==> src/rtl/swtm_pkg.sv <==
package swtm_pkg;

    // field widths
    localparam int ELAPSED_W = 32;
    localparam int WORK_W    = 36;
    localparam int DUR_W     = 32;
    localparam int IDLE_W    = 33;
    localparam int SPEED_W   = 61;
    localparam int COUNT_W   = 6;
    localparam int LIMIT_W   = 16;
    localparam int RING_W    = WORK_W + DUR_W;

    // stream payload widths, padded to whole bytes
    localparam int S_TDATA_W = 72;
    localparam int M_TDATA_W = 72;

    // APB
    localparam int APB_AW = 3;
    localparam int APB_DW = 32;

    // register indexes
    localparam logic REG_WINDOW_LENGTH = 1'b0;
    localparam logic REG_STALE_LIMIT   = 1'b1;

    // defaults and scale factors
    localparam int DEF_MAX_WINDOW   = 32;
    localparam logic [COUNT_W-1:0] DEF_WINDOW_LENGTH = 6'd32;
    localparam logic [LIMIT_W-1:0] DEF_STALE_LIMIT   = 16'd5000;
    localparam logic [19:0] US_PER_S  = 20'd1000000;
    localparam logic [9:0]  US_PER_MS = 10'd1000;

endpackage

==> src/rtl/swtm_ring.sv <==
module swtm_ring
    import swtm_pkg::*;
#(
    parameter int DEPTH = DEF_MAX_WINDOW,
    parameter int AW    = 5
)
(
    input  logic              clk,
    input  logic              wr_en,
    input  logic [AW-1:0]     wr_addr,
    input  logic [RING_W-1:0] wr_data,
    input  logic              rd_en,
    input  logic [AW-1:0]     rd_addr,
    output logic [RING_W-1:0] rd_data
);

    // {duration, work} per round
    logic [RING_W-1:0] mem [DEPTH];
    logic [RING_W-1:0] rd_data_reg;

    always_ff @(posedge clk)
    begin
        if (wr_en)
        begin
            mem[wr_addr] <= wr_data;
        end
        if (rd_en)
        begin
            rd_data_reg <= mem[rd_addr];
        end
    end

    assign rd_data = rd_data_reg;

endmodule

==> src/rtl/swtm_div.sv <==
module swtm_div
    import swtm_pkg::*;
#(
    parameter int WT_W = 42,
    parameter int DT_W = 38
)
(
    input  logic               clk,
    input  logic               rst_n,
    input  logic               start,
    input  logic [WT_W-1:0]    work_total,
    input  logic [DT_W-1:0]    dur_total,
    output logic               done,
    output logic [SPEED_W-1:0] quot
);

    localparam int NUM_W = WT_W + 20;
    localparam int CNT_W = $clog2(NUM_W);
    localparam int REM_W = DT_W + 1;

    localparam logic D_IDLE = 1'b0;
    localparam logic D_RUN  = 1'b1;

    logic              state_reg, state_next;
    logic [CNT_W-1:0]  cnt_reg, cnt_next;
    logic              done_reg, done_next;
    logic [NUM_W-1:0]  num_reg, num_next;
    logic [REM_W-1:0]  rem_reg, rem_next;
    logic [DT_W-1:0]   den_reg, den_next;
    logic [REM_W-1:0]  shifted;
    logic [REM_W:0]    trial;

    // restoring division, one quotient bit per cycle; quotient shifts into num_reg
    assign shifted = {rem_reg[REM_W-2:0], num_reg[NUM_W-1]};
    assign trial   = {1'b0, shifted} - {2'b00, den_reg};

    always_comb
    begin
        state_next = state_reg;
        cnt_next   = cnt_reg;
        done_next  = 1'b0;
        num_next   = num_reg;
        rem_next   = rem_reg;
        den_next   = den_reg;
        unique case (state_reg)
            D_IDLE:
            begin
                if (start)
                begin
                    num_next   = NUM_W'(work_total * US_PER_S);
                    den_next   = dur_total;
                    rem_next   = '0;
                    cnt_next   = '0;
                    state_next = D_RUN;
                end
            end
            D_RUN:
            begin
                if (trial[REM_W])
                begin
                    rem_next = shifted;
                    num_next = {num_reg[NUM_W-2:0], 1'b0};
                end
                else
                begin
                    rem_next = trial[REM_W-1:0];
                    num_next = {num_reg[NUM_W-2:0], 1'b1};
                end
                cnt_next = cnt_reg + 1'b1;
                if (cnt_reg == CNT_W'(NUM_W - 1))
                begin
                    done_next  = 1'b1;
                    state_next = D_IDLE;
                end
            end
            default:
            begin
                state_next = D_IDLE;
            end
        endcase
    end

    always_ff @(posedge clk or negedge rst_n)
    begin
        if (!rst_n)
        begin
            state_reg <= D_IDLE;
            cnt_reg   <= '0;
            done_reg  <= 1'b0;
        end
        else
        begin
            state_reg <= state_next;
            cnt_reg   <= cnt_next;
            done_reg  <= done_next;
        end
    end

    always_ff @(posedge clk)
    begin
        num_reg <= num_next;
        rem_reg <= rem_next;
        den_reg <= den_next;
    end

    // saturate to the speed field
    generate
        if (NUM_W > SPEED_W)
        begin : g_sat
            assign quot = (|num_reg[NUM_W-1:SPEED_W]) ? {SPEED_W{1'b1}}
                                                       : num_reg[SPEED_W-1:0];
        end
        else
        begin : g_ext
            assign quot = SPEED_W'(num_reg);
        end
    endgenerate

    assign done = done_reg;

endmodule

==> src/rtl/sliding_window_throughput_meter.sv <==
// Sliding-window throughput meter.
// Input stream (s_*): one beat per timing report. s_tdata carries elapsed_us
// and work_amount, s_tuser the round_done flag. Output stream (m_*): one beat
// per input beat with speed (work units per second), window_count and, in
// m_tuser, the stale flag.
// APB port: window_length at 0x0 (writing it empties the window), stale_limit_ms
// at 0x4. Write only while no beat is in flight.
// Round (work, duration) pairs live in a synchronous ring memory. A push into
// a full window first reads the evicted entry in an extra evict state.
// Most of a beat's time goes to the bit-serial divider that forms
// work_total * 1e6 / duration_total; stale results and an empty window
// skip the divider. One beat is in work at a time; s_tready is high only
// between beats.
// The result sits in an output register: a stalled receiver holds it there,
// and the next beat is accepted and worked on meanwhile, waiting only to hand
// its own result over.
// Reset: window empty, idle time zero, window_length 32 (clamped to
// MAX_WINDOW), stale_limit_ms 5000; ring contents are not cleared, the
// window count keeps stale entries from ever being read.
module sliding_window_throughput_meter
    import swtm_pkg::*;
#(
    parameter int MAX_WINDOW = DEF_MAX_WINDOW
)
(
    input  logic                 clk,
    input  logic                 rst_n,
    // APB
    input  logic                 psel,
    input  logic                 penable,
    input  logic                 pwrite,
    input  logic [APB_AW-1:0]    paddr,
    input  logic [APB_DW-1:0]    pwdata,
    output logic [APB_DW-1:0]    prdata,
    output logic                 pready,
    // input stream
    input  logic                 s_tvalid,
    output logic                 s_tready,
    input  logic [S_TDATA_W-1:0] s_tdata,   // [31:0] elapsed_us, [67:32] work_amount
    input  logic                 s_tuser,   // [0] round_done
    // output stream
    output logic                 m_tvalid,
    input  logic                 m_tready,
    output logic [M_TDATA_W-1:0] m_tdata,   // [60:0] speed, [66:61] window_count
    output logic                 m_tuser    // [0] stale
);

    // largest usable window: the length register is 6 bits
    localparam int MAXLEN = (MAX_WINDOW < 63) ? MAX_WINDOW : 63;
    localparam int AW     = (MAX_WINDOW > 1) ? $clog2(MAX_WINDOW) : 1;
    localparam int PW     = ((AW > COUNT_W) ? AW : COUNT_W) + 1;
    localparam int SUM_X  = $clog2(MAXLEN + 1);
    localparam int WT_W   = WORK_W + SUM_X;
    localparam int DT_W   = DUR_W + SUM_X;
    localparam logic [COUNT_W-1:0] MAXLEN_C = COUNT_W'(MAXLEN);

    // control states
    localparam logic [2:0] T_IDLE  = 3'd0;
    localparam logic [2:0] T_EVICT = 3'd1;
    localparam logic [2:0] T_CALC  = 3'd2;
    localparam logic [2:0] T_DIV   = 3'd3;
    localparam logic [2:0] T_OUT   = 3'd4;

    logic [2:0]          state_reg, state_next;
    logic [COUNT_W-1:0]  len_reg, len_next;
    logic [LIMIT_W-1:0]  limit_reg, limit_next;
    logic [COUNT_W-1:0]  count_reg, count_next;
    logic [AW-1:0]       oldest_reg, oldest_next;
    logic [WT_W-1:0]     wt_reg, wt_next;
    logic [DT_W-1:0]     dt_reg, dt_next;
    logic [IDLE_W-1:0]   idle_reg, idle_next;
    logic                stale_reg, stale_next;
    logic [SPEED_W-1:0]  speed_reg, speed_next;
    logic                out_valid_reg, out_valid_next;
    logic [SPEED_W-1:0]  out_speed_reg, out_speed_next;
    logic [COUNT_W-1:0]  out_count_reg, out_count_next;
    logic                out_stale_reg, out_stale_next;
    logic [WORK_W-1:0]   pend_work_reg, pend_work_next;
    logic [DUR_W-1:0]    pend_dur_reg, pend_dur_next;

    // beat decode
    logic [ELAPSED_W-1:0] in_elapsed;
    logic [WORK_W-1:0]    in_work;
    logic                 in_done;
    logic                 accept;
    logic                 cfg_wr;
    logic                 cfg_idx;

    logic [IDLE_W:0]      idle_sum;
    logic [IDLE_W-1:0]    idle_sat;
    logic [DUR_W-1:0]     dur_in;
    logic                 push;
    logic                 full;
    logic [PW-1:0]        slot_sum;
    logic [PW-1:0]        slot_wrap;
    logic [PW-1:0]        oldest_inc;
    logic [COUNT_W-1:0]   len_clamped;
    logic [26:0]          stale_thr;
    logic                 out_free;

    // ring and divider hookup
    logic                ring_wr_en;
    logic [AW-1:0]       ring_wr_addr;
    logic [RING_W-1:0]   ring_wr_data;
    logic                ring_rd_en;
    logic [RING_W-1:0]   ring_rd_data;
    logic [WORK_W-1:0]   old_work;
    logic [DUR_W-1:0]    old_dur;
    logic                div_start;
    logic                div_done;
    logic [SPEED_W-1:0]  div_quot;

    assign in_elapsed = s_tdata[ELAPSED_W-1:0];
    assign in_work    = s_tdata[ELAPSED_W +: WORK_W];
    assign in_done    = s_tuser;
    assign s_tready   = (state_reg == T_IDLE);
    assign accept     = s_tvalid && s_tready;

    assign pready  = 1'b1;
    assign cfg_wr  = psel && penable && pwrite;
    assign cfg_idx = paddr[2];

    always_comb
    begin
        unique case (cfg_idx)
            REG_WINDOW_LENGTH: prdata = APB_DW'(len_reg);
            REG_STALE_LIMIT:   prdata = APB_DW'(limit_reg);
            default:           prdata = '0;
        endcase
    end

    // only the low 6 bits count: 0 acts as 1, anything past MAXLEN (ring depth, at most 63) as MAXLEN
    always_comb
    begin
        priority if (pwdata[COUNT_W-1:0] == '0)
        begin
            len_clamped = COUNT_W'(1);
        end
        else if (pwdata[COUNT_W-1:0] > MAXLEN_C)
        begin
            len_clamped = MAXLEN_C;
        end
        else
        begin
            len_clamped = pwdata[COUNT_W-1:0];
        end
    end

    // idle time, saturating at 33 bits; the stored duration saturates at 32
    assign idle_sum = {1'b0, idle_reg} + (IDLE_W + 1)'(in_elapsed);
    assign idle_sat = idle_sum[IDLE_W] ? {IDLE_W{1'b1}} : idle_sum[IDLE_W-1:0];
    assign dur_in   = idle_sat[IDLE_W-1] ? {DUR_W{1'b1}} : idle_sat[DUR_W-1:0];
    assign push     = in_done && (idle_sat != '0);
    assign full     = (count_reg >= len_reg);

    // free slot = (oldest + count) mod length; the sum stays below twice the length
    assign slot_sum   = PW'(oldest_reg) + PW'(count_reg);
    assign slot_wrap  = (slot_sum >= PW'(len_reg)) ? (slot_sum - PW'(len_reg)) : slot_sum;
    assign oldest_inc = PW'(oldest_reg) + PW'(1);

    // floor(idle/1000) > limit  <=>  idle >= (limit+1)*1000
    assign stale_thr = 27'(({1'b0, limit_reg} + 17'd1) * US_PER_MS);

    assign old_work = ring_rd_data[WORK_W-1:0];
    assign old_dur  = ring_rd_data[WORK_W +: DUR_W];

    assign out_free = !out_valid_reg || m_tready;

    always_comb
    begin
        state_next     = state_reg;
        len_next       = len_reg;
        limit_next     = limit_reg;
        count_next     = count_reg;
        oldest_next    = oldest_reg;
        wt_next        = wt_reg;
        dt_next        = dt_reg;
        idle_next      = idle_reg;
        stale_next     = stale_reg;
        speed_next     = speed_reg;
        pend_work_next = pend_work_reg;
        pend_dur_next  = pend_dur_reg;
        out_speed_next = out_speed_reg;
        out_count_next = out_count_reg;
        out_stale_next = out_stale_reg;
        out_valid_next = out_valid_reg && !m_tready;
        ring_wr_en     = 1'b0;
        ring_wr_addr   = slot_wrap[AW-1:0];
        ring_wr_data   = {dur_in, in_work};
        ring_rd_en     = 1'b0;
        div_start      = 1'b0;

        if (cfg_wr)
        begin
            unique case (cfg_idx)
                REG_WINDOW_LENGTH:
                begin
                    len_next    = len_clamped;
                    count_next  = '0;
                    oldest_next = '0;
                    wt_next     = '0;
                    dt_next     = '0;
                end
                REG_STALE_LIMIT:
                begin
                    limit_next = pwdata[LIMIT_W-1:0];
                end
                default:
                begin
                    limit_next = limit_reg;
                end
            endcase
        end

        unique case (state_reg)
            T_IDLE:
            begin
                if (accept)
                begin
                    idle_next      = in_done ? '0 : idle_sat;
                    pend_work_next = in_work;
                    pend_dur_next  = dur_in;
                    state_next     = T_CALC;
                    if (push && full)
                    begin
                        // fetch the entry that drops out
                        ring_rd_en = 1'b1;
                        state_next = T_EVICT;
                    end
                    else if (push)
                    begin
                        ring_wr_en = 1'b1;
                        wt_next    = wt_reg + WT_W'(in_work);
                        dt_next    = dt_reg + DT_W'(dur_in);
                        count_next = count_reg + 1'b1;
                    end
                end
            end
            T_EVICT:
            begin
                ring_wr_en   = 1'b1;
                ring_wr_addr = oldest_reg;
                ring_wr_data = {pend_dur_reg, pend_work_reg};
                wt_next      = wt_reg - WT_W'(old_work) + WT_W'(pend_work_reg);
                dt_next      = dt_reg - DT_W'(old_dur) + DT_W'(pend_dur_reg);
                oldest_next  = (oldest_inc >= PW'(len_reg)) ? '0 : oldest_inc[AW-1:0];
                state_next   = T_CALC;
            end
            T_CALC:
            begin
                stale_next = (idle_reg >= IDLE_W'(stale_thr));
                if ((idle_reg >= IDLE_W'(stale_thr)) || (dt_reg == '0))
                begin
                    speed_next = '0;
                    state_next = T_OUT;
                end
                else
                begin
                    div_start  = 1'b1;
                    state_next = T_DIV;
                end
            end
            T_DIV:
            begin
                if (div_done)
                begin
                    speed_next = div_quot;
                    state_next = T_OUT;
                end
            end
            T_OUT:
            begin
                if (out_free)
                begin
                    out_speed_next = speed_reg;
                    out_count_next = count_reg;
                    out_stale_next = stale_reg;
                    out_valid_next = 1'b1;
                    state_next     = T_IDLE;
                end
            end
            default:
            begin
                state_next = T_IDLE;
            end
        endcase
    end

    always_ff @(posedge clk or negedge rst_n)
    begin
        if (!rst_n)
        begin
            state_reg     <= T_IDLE;
            len_reg       <= (DEF_WINDOW_LENGTH > MAXLEN_C) ? MAXLEN_C : DEF_WINDOW_LENGTH;
            limit_reg     <= DEF_STALE_LIMIT;
            count_reg     <= '0;
            oldest_reg    <= '0;
            wt_reg        <= '0;
            dt_reg        <= '0;
            idle_reg      <= '0;
            out_valid_reg <= 1'b0;
        end
        else
        begin
            state_reg     <= state_next;
            len_reg       <= len_next;
            limit_reg     <= limit_next;
            count_reg     <= count_next;
            oldest_reg    <= oldest_next;
            wt_reg        <= wt_next;
            dt_reg        <= dt_next;
            idle_reg      <= idle_next;
            out_valid_reg <= out_valid_next;
        end
    end

    always_ff @(posedge clk)
    begin
        stale_reg     <= stale_next;
        speed_reg     <= speed_next;
        pend_work_reg <= pend_work_next;
        pend_dur_reg  <= pend_dur_next;
        out_speed_reg <= out_speed_next;
        out_count_reg <= out_count_next;
        out_stale_reg <= out_stale_next;
    end

    swtm_ring #(
        .DEPTH (MAX_WINDOW),
        .AW    (AW)
    ) u_ring (
        .clk     (clk),
        .wr_en   (ring_wr_en),
        .wr_addr (ring_wr_addr),
        .wr_data (ring_wr_data),
        .rd_en   (ring_rd_en),
        .rd_addr (oldest_reg),
        .rd_data (ring_rd_data)
    );

    swtm_div #(
        .WT_W (WT_W),
        .DT_W (DT_W)
    ) u_div (
        .clk        (clk),
        .rst_n      (rst_n),
        .start      (div_start),
        .work_total (wt_reg),
        .dur_total  (dt_reg),
        .done       (div_done),
        .quot       (div_quot)
    );

    assign m_tvalid = out_valid_reg;
    assign m_tdata  = {{(M_TDATA_W - SPEED_W - COUNT_W){1'b0}}, out_count_reg, out_speed_reg};
    assign m_tuser  = out_stale_reg;

endmodule
==> config.mk <==
export PLATFORM = sky130hd
export DESIGN_NAME = sliding_window_throughput_meter
export DESIGN_NICKNAME = d
export VERILOG_FILES = /design/src/rtl/swtm_pkg.sv /design/src/rtl/swtm_ring.sv /design/src/rtl/swtm_div.sv /design/src/rtl/sliding_window_throughput_meter.sv
export SDC_FILE = /design/constraint.sdc
export NUM_CORES = 2
export LEC_CHECK = 0
export ABC_AREA = 1
export BUFFER_PORTS_ARGS = -buffer_cell sky130_fd_sc_hd__buf_2
export CAP_MARGIN = 20
export CORE_MARGIN = 3
export CORE_UTILIZATION = 47
export DETAILED_ROUTE_END_ITERATION = 16
export SYNTH_ARGS = -nofsm -noshare
export SYNTH_HDL_FRONTEND = slang
export SYNTH_SLANG_ARGS = --single-unit
==> constraint.sdc <==
create_clock -name clk -period 9.1 [get_ports clk]
set_input_delay 0.91 -clock clk [delete_from_list [all_inputs] [get_ports clk]]
set_output_delay 0.91 -clock clk [all_outputs]
set_load 0.1 [all_outputs]
After elaboration in Yosys (flattened, before gate mapping)

Memories as Yosys holds them, arrays and structs flattened. A register that Yosys moved wholly into a read port is not among the register bits.
Cells that the tools add are included.

$add $sub $neg: 14
Multipliers: 2
Divide/modulo/power cells: 0
$lt $le $gt $ge: 5
Equality and inequality tests: 11
Shifts and indexed selects: 0
Mux-type cells: 67
Bitwise gates (word level): 2
Reduce and logical (&&, ||, !) cells: 24

Operators by type and width:

| operator                                             | number |
|---|---|
| 2-to-1 mux 38 bit                                    | 7 |
| 2-to-1 mux 42 bit                                    | 5 |
| 2-to-1 mux 61 bit                                    | 3 |
| one-hot mux 38 bit (2 select lines)                  | 2 |
| one-hot mux 62 bit (2 select lines)                  | 1 |
| one-hot mux 61 bit (2 select lines)                  | 1 |
| adder 42 x 36 -> 42 bit                              | 2 |
| one-hot mux 42 bit (2 select lines)                  | 1 |
| adder 38 x 32 -> 38 bit                              | 2 |
| 2-to-1 mux 68 bit                                    | 1 |
| 2-to-1 mux 33 bit                                    | 2 |
| one-hot mux 32 bit (2 select lines)                  | 1 |
| 2-to-1 mux 62 bit                                    | 1 |
| multiplier 42 x 14 -> 56 bit (second input constant) | 1 |
| 2-to-1 mux 6 bit                                     | 9 |
| subtractor 42 x 36 -> 42 bit                         | 1 |
| subtractor 39 x 38 -> 40 bit                         | 1 |
| logical NOT 38 bit                                   | 1 |
| subtractor 38 x 32 -> 38 bit                         | 1 |
| adder 33 x 32 -> 34 bit                              | 1 |
| >= comparator 33 x 27 -> 1 bit                       | 1 |
| nonzero test 33 bit                                  | 1 |
| 2-to-1 mux 32 bit                                    | 1 |
| 2-to-1 mux 5 bit                                     | 6 |
| other kinds (30)                                     | 72 |

Register bits after elaboration: 494
Latch bits: 0
Bits in writable memories: 2,176
ROM bits: 0
Input port bits: 115
Output and inout port bits: 108
Word-level logic and storage cells: 148
Memories kept: 1

Memory list:

| name       | depth | bits a word | read ports | clocked after memory_dff | write ports | RTL line        | RTL |
|---|---|---|---|---|---|---|---|
| u_ring.mem | 32    | 68          | 1          | 1                        | 1           | swtm_ring.sv:18 | `logic [RING_W-1:0] mem [DEPTH];` |

Depth between registers and ports, before layout

Depth after elaboration: 10
Depth in mapped cells: 41
Depth with buffers taken out: 40

Hierarchy

A second synthesis with hierarchy kept.

Cells, all modules: 14,504
Area total of the unflattened synthesis: 142,305.2 sq um

By module, submodules not included:

| module                          | instances | cells each | area each (sq um) | sequential area each (sq um) |
|---|---|---|---|---|
| swtm_ring                       | 1         | 7,177      | 88,818.9          | 67,384.6 |
| sliding_window_throughput_meter | 1         | 4,553      | 33,342.0          | 9,706.8 |
| swtm_div                        | 1         | 2,774      | 20,144.3          | 4,344.2 |

Worst setup path after synthesis

No wires, ideal clock.

Path kind: reg-to-reg
Start: reg limit_reg[0]
End: reg speed_reg[0] (enable)
Setup time: 481 ps
Data arrival time: 8,839 ps
Data required time: 8,619 ps
Path slack: -220 ps
Stages on the path, launching flop included: 34
Buffers on the path: 1
Clock period less this slack: 9,320 ps
Cells stage by stage: dfrtp_1 -> clkbuf_1 -> nand2_1 -> nor2_1 -> nand3_1 -> nor2_1 -> nand2_1 -> nor2_1 -> xor2_1 -> nand2_1 -> nand2_1 -> inv_1 -> ha_1 -> inv_1 -> fa_1 -> fa_1 -> inv_1 -> fa_1 -> ha_1 -> nand2_1 -> nor4_1 -> a21oi_1 -> o21bai_1 -> a31oi_1 -> o21ai_0 -> xor2_1 -> ha_1 -> nand4_1 -> nor4_1 -> nand3_1 -> and3_1 -> nand3_1 -> nand3_1 -> nor2_1

Word-level cells in the longest chain between the ends: 6

RTL lines:

| item                            | RTL line                               | RTL |
|---|---|---|
| start: declaration              | sliding_window_throughput_meter.sv:66  | `logic [LIMIT_W-1:0] limit_reg, limit_next;` |
| start signal: assignment        | sliding_window_throughput_meter.sv:307 | `limit_reg <= limit_next;` |
| adder 16 x 1 -> 17 bit          | sliding_window_throughput_meter.sv:162 | `assign stale_thr = 27'(({1'b0, limit_reg} + 17'd1) * US_PER_MS);` |
| multiplier 17 x 7 -> 24 bit     | sliding_window_throughput_meter.sv:162 |  |
| >= comparator 33 x 27 -> 1 bit  | sliding_window_throughput_meter.sv:252 | `if ((idle_reg >= IDLE_W'(stale_thr)) \|\| (dt_reg == '0))` |
| logical OR 1 bit                | sliding_window_throughput_meter.sv:252 |  |
| inequality test 2 bit (no line) | -                                      |  |
| AND reduction 3 bit (no line)   | -                                      |  |
| end signal: assignment          | sliding_window_throughput_meter.sv:320 | `speed_reg <= speed_next;` |
| end: declaration                | sliding_window_throughput_meter.sv:73  | `logic [SPEED_W-1:0] speed_reg, speed_next;` |

No other way between the ends.
A chain may end at the register's enable or synchronous reset.

Worst setup path in the final report

Start: reg limit_reg[0]
End: reg u_div.rem_reg[19] (enable)

Word-level cells in the longest chain between the ends: 7

RTL lines:

| item                            | RTL line                               | RTL |
|---|---|---|
| adder 16 x 1 -> 17 bit          | sliding_window_throughput_meter.sv:162 |  |
| multiplier 17 x 7 -> 24 bit     | sliding_window_throughput_meter.sv:162 |  |
| >= comparator 33 x 27 -> 1 bit  | sliding_window_throughput_meter.sv:252 |  |
| logical OR 1 bit                | sliding_window_throughput_meter.sv:252 |  |
| 2-to-1 mux 1 bit                | sliding_window_throughput_meter.sv:252 |  |
| 2-to-1 mux 1 bit                | sliding_window_throughput_meter.sv:215 | `unique case (state_reg)` |
| inequality test 2 bit (no line) | -                                      |  |
| end signal: assignment          | swtm_div.sv:102                        | `rem_reg <= rem_next;` |
| end: declaration                | swtm_div.sv:28                         | `logic [REM_W-1:0] rem_reg, rem_next;` |

No other way between the ends.

==> results.md <==
* Status: finished clean
* Count of synthesis-stage warnings from yosys at 0
* Worst-path clk slew at approximately 0.060 ns
* Aggregate negative setup slack at 0 ns
* Number of antenna violations at the first check in global routing at 18
* Clock tree root driver cell: sky130_fd_sc_hd__clkbuf_16
* Worst slack at placement at around 0.73 ns
* Worst min-delay path category: primary input to flip-flop
* Net count of the finished layout at between 10000 and 15000
* Count of maximum capacitance violations at 0
* Post-cts resize count at 0
* Global-route wire length before repair at 637000 µm
* Clock period minus worst slack at 8.29 ns
* Largest register FFs at 2176
* Main synth FF type: sky130_fd_sc_hd__edfxtp_1
* WP data arrival at 8.81 ns
* EDFF count, synth at ~2600
* TritonCTS sink count at 2738
* Chip height at 546 µm
* Highest clock rate at 121 MHz
* Slack of the critical path at 0.815 ns
* Largest net degree at the start of global routing at roughly 210
* IO buf count at between 150 and 200
* Cell types with the largest area share after synthesis: sky130_fd_sc_hd__edfxtp_1, sky130_fd_sc_hd__o21ai_0, sky130_fd_sc_hd__nor2_1, sky130_fd_sc_hd__ha_1, sky130_fd_sc_hd__fa_1
* Average instance area after synthesis at 10.6 µm²
* Post-synth top area share at between 50% and 60%
* Critical hold path startpoint: m_tready
* Final setup violation count at 0
* Effective utilization at floorplan at between 40 and 50%
* Top cell type by total area after synthesis: sky130_fd_sc_hd__edfxtp_1
* Number of cells on the worst hold path at 2
* DIE AREA at around 300000 µm²
* CTS tree: built
* Asr flop ratio synth at 5.77%
* Slew at the pin closest to its max-slew limit at 1.23 ns
* Worst-case register-to-register setup slack at 0.81 ns
* Die Wd at roughly 550 µm
* Depth of the worst register-to-register path at 33
* Via count at 100000
* Fill cell count at 25400
* Clk buf depth at 4
* Area of the mapped netlist at between 100000 and 150000 µm²
* Post-route cell area at around 150000 µm²
* Total congestion overflow after global routing at 0
* WP data required at 9.63 ns
* Number of DRC violations after detailed-routing iteration 0 at 11800
* Number of pins with negative max-slew slack in the final report at 0
* Clock H-tree levels at 5
* Register bit count reported by yosys at 2738
* Delay of the slowest cell on the worst path at 0.51 ns
* Slew headroom at 18.3%
* Area taken by multi-input logic gates at 48900 µm²
* Count of cell types in the netlist at 68
* Standard cell area after detailed placement at 143000 µm²
* Post-CTS Hold Buffers at 1
* Portion of the post-synthesis area used by sequential elements at 59.4%
* Post-detailed-route wirelength per cell at between 20 and 30 µm
* Detailed placement HPWL at 273000 µm
* Number of buffers created by CTS at 301
* Slowest library cell on the worst path: sky130_fd_sc_hd__fa_1
* Clock insertion delay at the later pin of the skew report at 0.91 ns
* Final period utilization at 91.0%
* Type of origin of the critical path: flip-flop
* Post-CTS Setup Repair Bufs at 0
* Final Util at 53.0%
* Drt pass-1 iters at 5
* Destination of the worst register-to-register timing path: u_div.rem_reg[19]
* Signed area change from the synthesized netlist to the final layout at 11.7%
* Remaining number of nets flagged by the antenna check after routing at 0
* Gate Count Post-Synth at 12900
* Number of vias per cell at 5.84
* Peak fanout along the critical path at 19
* Share of post-route cells with drive strength above 1 at 8.14%
* Detailed-route wire length at 434000 µm
* Number of global-route vias before repair at 96500
* Reg area at 81500 µm²
* Core region area at 289000 µm²
* Total global-route track usage at between 20% and 30%
* Endpoint of the worst hold path: m_tvalid
* Type of element capturing the critical path: flip-flop
* FP Rows at 197
* Clock skew after layout at approximately 0.066 ns
* Source of the worst register-to-register timing path: limit_reg[0]
* Classification of the worst setup path: flip-flop to flip-flop
* Unrepaired setup endpoints after global routing: false
* I/O pin total at 223
* Residual DRC count at 0
* Gp weighted congestion at 0.959
* Final hold viol count at 0
[worst max-delay path, delay by kind of cell, from the launching register on]
family / cells / cell delay (ns)
XOR/XNOR: 2 / 0.53
buffers and inverters: 5 / 0.86
AND/OR/NAND/NOR: 13 / 2.19
AO/OA/AOI/OAI: 6 / 1.22
adder cells (fa/ha/maj): 7 / 2.65
flip-flops: 1 / 0.50
[how the worst max path moves through the flow]
stage	startpoint	endpoint	slack, ns	cells past startpoint
floorplan	limit_reg[0]	u_div.num_reg[0]	0.27	32
global placement	limit_reg[0]	u_div.rem_reg[19]	0.72	33
detailed placement	limit_reg[0]	u_div.rem_reg[19]	0.73	33
CTS	limit_reg[0]	u_div.rem_reg[21]	0.66	33
global route	limit_reg[0]	u_div.rem_reg[21]	0.16	35
finish	limit_reg[0]	u_div.rem_reg[19]	0.81	33
[layer usage]
layer	wire length, µm	part of all wire (%)	GRT usage [%]	up-vias
met3	36800	8.5	4.08	703
met4	12800	3.0	8.19	2
li1	-	-	-	45400
met1	189000	44	41.2	49600
met2	195000	45	44.2	4420
met5	12	0.0028	0	-
[cell usage after synthesis, types with 77 or more instances]
library cell,count
sky130_fd_sc_hd__xor2_1,106
sky130_fd_sc_hd__o22ai_1,676
sky130_fd_sc_hd__nand3_1,245
sky130_fd_sc_hd__xnor2_1,77
sky130_fd_sc_hd__nor2_1,1919
sky130_fd_sc_hd__dfrtp_1,152
sky130_fd_sc_hd__nand2_1,1421
sky130_fd_sc_hd__o21ai_0,1814
sky130_fd_sc_hd__fa_1,311
sky130_fd_sc_hd__inv_1,1327
sky130_fd_sc_hd__edfxtp_1,2580
sky130_fd_sc_hd__clkbuf_1,550
sky130_fd_sc_hd__ha_1,515
sky130_fd_sc_hd__a21oi_1,545
[cell families (layout without fill, tap and decap cells)]
logic type	after synthesis	in the layout	share of synthesized area [%]
multiplexers	5	5	0.0411
adder cells (fa/ha/maj)	826	826	9.24
AND/OR/NAND/NOR	3816	3816	11.1
XOR/XNOR	183	183	1.17
AO/OA/AOI/OAI	3370	3370	13.6
other	2	31	0.00548
flip-flops	2738	2738	59.4
buffers and inverters	1959	2290	5.49
[through the flow]
| step | hold WS, ns | instances |
|---|---|---|
| after global placement | 0.401 | 16600 |
| after CTS | 0.213 | 17100 |
| final | 0.276 | 17100 |
| after floorplan | 0.400 | 12900 |
| after detailed placement | 0.406 | 16600 |
| after global routing | 0.249 | 17100 |
[layout by cell type, fill, tap and decap left out, types with 75 or more instances in the layout]
master,n
sky130_fd_sc_hd__buf_4,177
sky130_fd_sc_hd__xnor2_1,77
sky130_fd_sc_hd__nand3_1,244
sky130_fd_sc_hd__edfxtp_1,2580
sky130_fd_sc_hd__ha_1,515
sky130_fd_sc_hd__nor2_1,1880
sky130_fd_sc_hd__buf_2,177
sky130_fd_sc_hd__dfrtp_1,146
sky130_fd_sc_hd__clkbuf_16,303
sky130_fd_sc_hd__xor2_1,106
sky130_fd_sc_hd__nand2_1,1420
sky130_fd_sc_hd__inv_1,1322
sky130_fd_sc_hd__a21oi_1,545
sky130_fd_sc_hd__o22ai_1,676
sky130_fd_sc_hd__a31oi_1,75
sky130_fd_sc_hd__o21ai_0,1746
sky130_fd_sc_hd__fa_1,311
[cell type report]
class,count,area share [%]
Multi-Input combinational cell,8222,31.9
Clock buffer,361,5.11
Inverter,1335,3.30
Sequential cell,2738,53.2
Antenna cell,9,0.0147
Timing Repair Buffer,418,2.23
Clock inverter,176,1.12
Tap cell,3880,3.17
Power is left out: the tool's default activity adds up to more than one toggle a clock period on the data nets, which glitch-free logic cannot reach.
